$ cat config.mk
export PLATFORM = sky130hd
export DESIGN_NAME = bmm_mac
export DESIGN_NICKNAME = d
export VERILOG_FILES = /design/src/rtl/batched_matrix_multiply_macros.svh /design/src/rtl/bmm_pkg.sv /design/src/rtl/bmm_mac.sv
export SDC_FILE = /design/constraint.sdc
export NUM_CORES = 1
export LEC_CHECK = 0
export BUFFER_PORTS_ARGS = -buffer_cell sky130_fd_sc_hd__buf_2
export CAP_MARGIN = 20
export CELL_PAD_IN_SITES_DETAIL_PLACEMENT = 1
export CELL_PAD_IN_SITES_GLOBAL_PLACEMENT = 2
export CORE_AREA = 5 5 192 194
export DETAILED_ROUTE_END_ITERATION = 6
export DIE_AREA = 0 0 197 199
export PLACE_DENSITY = 0.85
export SLEW_MARGIN = 30
export SYNTH_ARGS = -nofsm -noshare
export SYNTH_HDL_FRONTEND = slang
export SYNTH_SLANG_ARGS = --single-unit
$ cat constraint.sdc
create_clock -name aclk -period 9 [get_ports aclk]
set_input_delay 0 -clock aclk [delete_from_list [all_inputs] [get_ports aclk]]
set_output_delay 0 -clock aclk [all_outputs]
set_load 0.05 [all_outputs]
$ cat src/rtl/batched_matrix_multiply_macros.svh
// Assertion macros for the batched matrix multiply block.
// BMM_ASSERT samples on aclk and is off while aresetn is low.
// BMM_ASSERT_ALWAYS samples on aclk, reset included.
`ifndef BATCHED_MATRIX_MULTIPLY_MACROS_SVH
`define BATCHED_MATRIX_MULTIPLY_MACROS_SVH

`ifndef NO_ASSERTIONS
`define BMM_ASSERT(label, prop, msg) \
    label: assert property (@(posedge aclk) disable iff (!aresetn) prop) else $error(msg);
`define BMM_ASSERT_ALWAYS(label, prop, msg) \
    label: assert property (@(posedge aclk) prop) else $error(msg);
`else
`define BMM_ASSERT(label, prop, msg)
`define BMM_ASSERT_ALWAYS(label, prop, msg)
`endif

`endif

$ cat src/rtl/bmm_pkg.sv
package bmm_pkg;

    localparam int MAX_DIM     = 16;
    localparam int MAX_BATCH   = 4;
    localparam int STORE_DEPTH = MAX_BATCH * MAX_DIM * MAX_DIM;
    localparam int ADDR_W      = $clog2(STORE_DEPTH);
    localparam int K_W         = $clog2(MAX_DIM);

    localparam int MODE_W      = 2;
    localparam int BATCH_W     = 2;
    localparam int IDX_W       = 4;
    localparam int ELEM_W      = 16;
    localparam int PROD_W      = 2 * ELEM_W;
    localparam int ACC_W       = 36;

    localparam int DIM_REG_W   = 5;
    localparam int BATCH_REG_W = 3;

    localparam int PADDR_W     = 4;
    localparam int PDATA_W     = 32;

    localparam logic [MODE_W-1:0] MODE_WR_A = 2'd0;
    localparam logic [MODE_W-1:0] MODE_WR_B = 2'd1;
    localparam logic [MODE_W-1:0] MODE_RD_C = 2'd2;

    localparam logic [1:0] REG_ROWS_A      = 2'd0;
    localparam logic [1:0] REG_INNER_LEN   = 2'd1;
    localparam logic [1:0] REG_COLS_B      = 2'd2;
    localparam logic [1:0] REG_BATCH_COUNT = 2'd3;

    typedef struct packed {
        logic clear;
        logic issue;
    } mac_ctrl_t;

    function automatic logic [ADDR_W-1:0] store_addr(
        input logic [BATCH_W-1:0] b,
        input logic [IDX_W-1:0]   r,
        input logic [IDX_W-1:0]   c
    );
        logic [31:0] idx;
        idx = 32'(b) * 32'(MAX_DIM * MAX_DIM) + 32'(r) * 32'(MAX_DIM) + 32'(c);
        return idx[ADDR_W-1:0];
    endfunction

endpackage

$ cat src/rtl/bmm_mac.sv
module bmm_mac
    import bmm_pkg::*;
(
    input  logic              aclk,
    input  logic              aresetn,
    input  mac_ctrl_t         ctrl,
    input  logic [ELEM_W-1:0] a_data,
    input  logic [ELEM_W-1:0] b_data,
    output logic [ACC_W-1:0]  acc,
    output logic              busy
);

    logic                     rd_v_reg;
    logic                     prod_v_reg;
    logic signed [PROD_W-1:0] prod_reg;
    logic signed [PROD_W-1:0] prod_next;
    logic [ACC_W-1:0]         acc_reg;
    logic [ACC_W-1:0]         acc_next;

    // store read data lands in the cycle after the address is issued, marked by rd_v_reg
    always_ff @(posedge aclk) begin
        if (!aresetn) begin
            rd_v_reg   <= 1'b0;
            prod_v_reg <= 1'b0;
        end else begin
            rd_v_reg   <= ctrl.issue;
            prod_v_reg <= rd_v_reg;
        end
    end

    always_comb begin
        prod_next = $signed(a_data) * $signed(b_data);
        acc_next  = acc_reg;
        if (ctrl.clear) begin
            acc_next = '0;
        end else if (prod_v_reg) begin
            acc_next = acc_reg + ACC_W'(prod_reg);
        end
    end

    always_ff @(posedge aclk) begin
        if (rd_v_reg) begin
            prod_reg <= prod_next;
        end
        acc_reg <= acc_next;
    end

    assign acc  = acc_reg;
    assign busy = rd_v_reg | prod_v_reg;

endmodule
==> impl_metrics.csv <==
group,metric,value,unit
clocking,htree_num_levels,3,
clocking,cts_tree,"yes",
clocking,clock_sinks,70,
cells_and_area,synthToLayoutAreaGrowth,8.542,%
drt,drt_iter0_markers,323,
timing,slew_headroom,53.07,%
drt,via_count,9960,
global_routing,grt_max_degree,37,
critical_path,crit_chain,"buf_2, nand2_1, fa_1, fa_1, fa_1, inv_1, fa_1, fa_1, inv_1, fa_1, inv_1, ha_1, nand4_1, or2_0, nor3_2, o31ai_2, o211a_1, o41ai_2, a41oi_1, xnor2_1",
clocking,cts_resized,0,
hold_path,hp-class,"input pin to flop",
synth,synthCells,1495,
cells_and_area,finalNetCount,1959,
die,core,0.03505,mm²
synth,ys_ff_latch,70,
critical_path,r2r-start,"prod_reg[1]$_DFFE_PP_",
global_routing,grt_pass1_wl,59.02,mm
global_routing,gr-total-overflow,0,
die,die_h,199,µm
place,dp_hpwl,29.54,mm
die,initial_core_util,39.45,%
critical_path,crit_type,"input pin to flop",
timing,fmax,176.5,MHz
critical_path,startpoint,"a_data[11]",
timing,skew,0.009415,ns
synth,netlist_area,0.01383,mm²
timing,slew_viol_final,0,
cells_and_area,final_cell_mix,"324 x inv_1, 263 x fa_1, 147 x nand2_1, 129 x and2_1, 117 x ha_1",
critical_path,ff2ff_setup_slack,5.97,ns
critical_path,startpoint_type,"input pin",
clocking,clk_pin_slew,0.06,ns
drt,totalWireLength,34.74,mm
global_routing,antenna_found_initial,0,
hold_path,hp-start,"ctrl[1]",
cells_and_area,layout_commonest_cell,"inv_1",
critical_path,crit_required,9.09,ns
synth,yosysWarnings,0,
drt,avgRoutedWirePerCell,17.29,µm
synth,async_flop_share,0,%
clocking,clock_latency,0.34,ns
clocking,cts_root_buffer,"clkbuf_16",
synth,seq_area_frac_synth,12.45,%
timing,worstMarginPinSlew,0.7040,ns
timing,rsz0062_at_grt,"false",
synth,synth_edf_count,32,
synth,post_synth_num_cell_types,66,
timing,finalSetupViolCount,0,
cells_and_area,final_area,0.01501,mm²
run_status,outcome,"finished clean",
synth,syn_avg_cell_area,9.249,µm²
critical_path,cp_num_buf_inv,4,
critical_path,path_delay_family,"adder cells",
job,drv_cap,0,
cells_and_area,insertedDiodeCount,0,
timing,post-route-min-period,5.665,ns
synth,synth_nets,1911,
die,dieArea,0.03920,mm²
die,core.rowCount,69,
drt,drt-pass1-iter-count,4,
place,port_buffers,72,
die,die_x,197,µm
critical_path,crit_top_cell,"fa_1",
timing,fin_crit_sh,62.95,%
cells_and_area,largest_reg_flops,36,
global_routing,first_global_vias,11250,
timing,final_hold_viol_count,0,
critical_path,crit_slowest_cell,"fa_1",
place,placed_area,0.01463,mm²
critical_path,crit_path_end_kind,"flop",
drt,route.detailed.drc,0,
clocking,cts_buffers,9,
synth,synthFlopType,"dfxtp_1",
critical_path,cp.arrival,5.76,ns
place,gp_congestion,0.8186,
die,ios,73,
drt,vias_per_cell,4.958,
clocking,clockBufferDepth,2,
cells_and_area,drive_gt1_share,7.041,%
critical_path,slowest_delay,0.54,ns
global_routing,grt_usage,18.53,%
critical_path,cp_max_fo,16,
drt,ant_nets,0,
timing,setup_tns,0,ns
## metrics by stage
stage	worst slack [ns]	util (%)	hold WS, ns	std cells
floorplan	3.380	-	0.1217	1495
global placement	3.061	41.74	0.2102	1990
detailed placement	2.939	41.74	0.2143	1990
CTS	3.292	42.82	0.2216	2009
global route	3.012	42.82	0.2692	2009
finish	3.335	42.82	0.1997	2009
## layout make-up
cell class | instances | area, µm²
fillers | 4116 | 20040
clock buffers | 11 | 242.7
repair buffers | 77 | 405.4
well taps | 461 | 576.8
clock inverters | 5 | 106.4
flip-flops and latches | 70 | 1722
multi-input cells | 1060 | 10740
inverters | 325 | 1220
## cell usage after synthesis, types with 13 or more instances
master / count / area share [%]
fa_1: 263 / 38
o21ai_0: 26 / 0.94
a21oi_1: 53 / 1.9
dfxtp_1: 38 / 5.5
clkbuf_1: 38 / 1.0
and2_1: 129 / 5.8
mux2i_1: 13 / 0.94
xnor2_1: 47 / 3.0
inv_1: 324 / 8.8
a21o_1: 28 / 1.5
edfxtp_1: 32 / 6.9
nand2_1: 147 / 4.0
nor2_1: 71 / 1.9
ha_1: 117 / 11
## cells by family (layout without fill, tap and decap cells)
logic type	after synthesis	count (layout)	share of synthesized area (%)
buffers and inverters	365	418	9.909
XOR/XNOR	58	58	3.674
flip-flops	70	70	12.45
adder cells (fa/ha/maj)	380	380	48.67
multiplexers	15	15	1.104
AO/OA/AOI/OAI	196	196	9.565
AND/OR/NAND/NOR	411	411	14.63
## final timing paths
path | to | cells past startpoint
hold / removal | acc[29]$_SDFFE_PP0P_ | 2
setup reg to reg | acc[35]$_SDFFE_PP0P_ | 9
hold reg to reg | acc[28]$_SDFFE_PP0P_ | 2
setup / recovery | prod_reg[30]$_DFFE_PP_ | 20
## worst register-to-register path, cell delays in order (launching register included)
cell and delay, ns:
edfxtp_1 0.44, ha_1 0.32, a211oi_1 0.48, nor3_2 0.13, o211ai_2 0.35, a31oi_4 0.17
a21oi_2 0.28, nand4b_1 0.13, a31oi_1 0.25, mux2_1 0.36
## layer usage
metal  track usage, %  share of wire, %  up-vias
met5                0                 0        -
met1            26.78                49     5058
met2            31.05                47      158
met3            2.134               3.7       19
met4            2.440              0.73        0
li1                 -                 -     4725
## timing repair
item                      in CTS  in global routing
buffers inserted               0                  0
hold buffers                   3                  0
hold endpoints to repair       2                  0
Power is left out: the tool's default activity adds up to more than one toggle a clock period on the data nets, which glitch-free logic cannot reach.
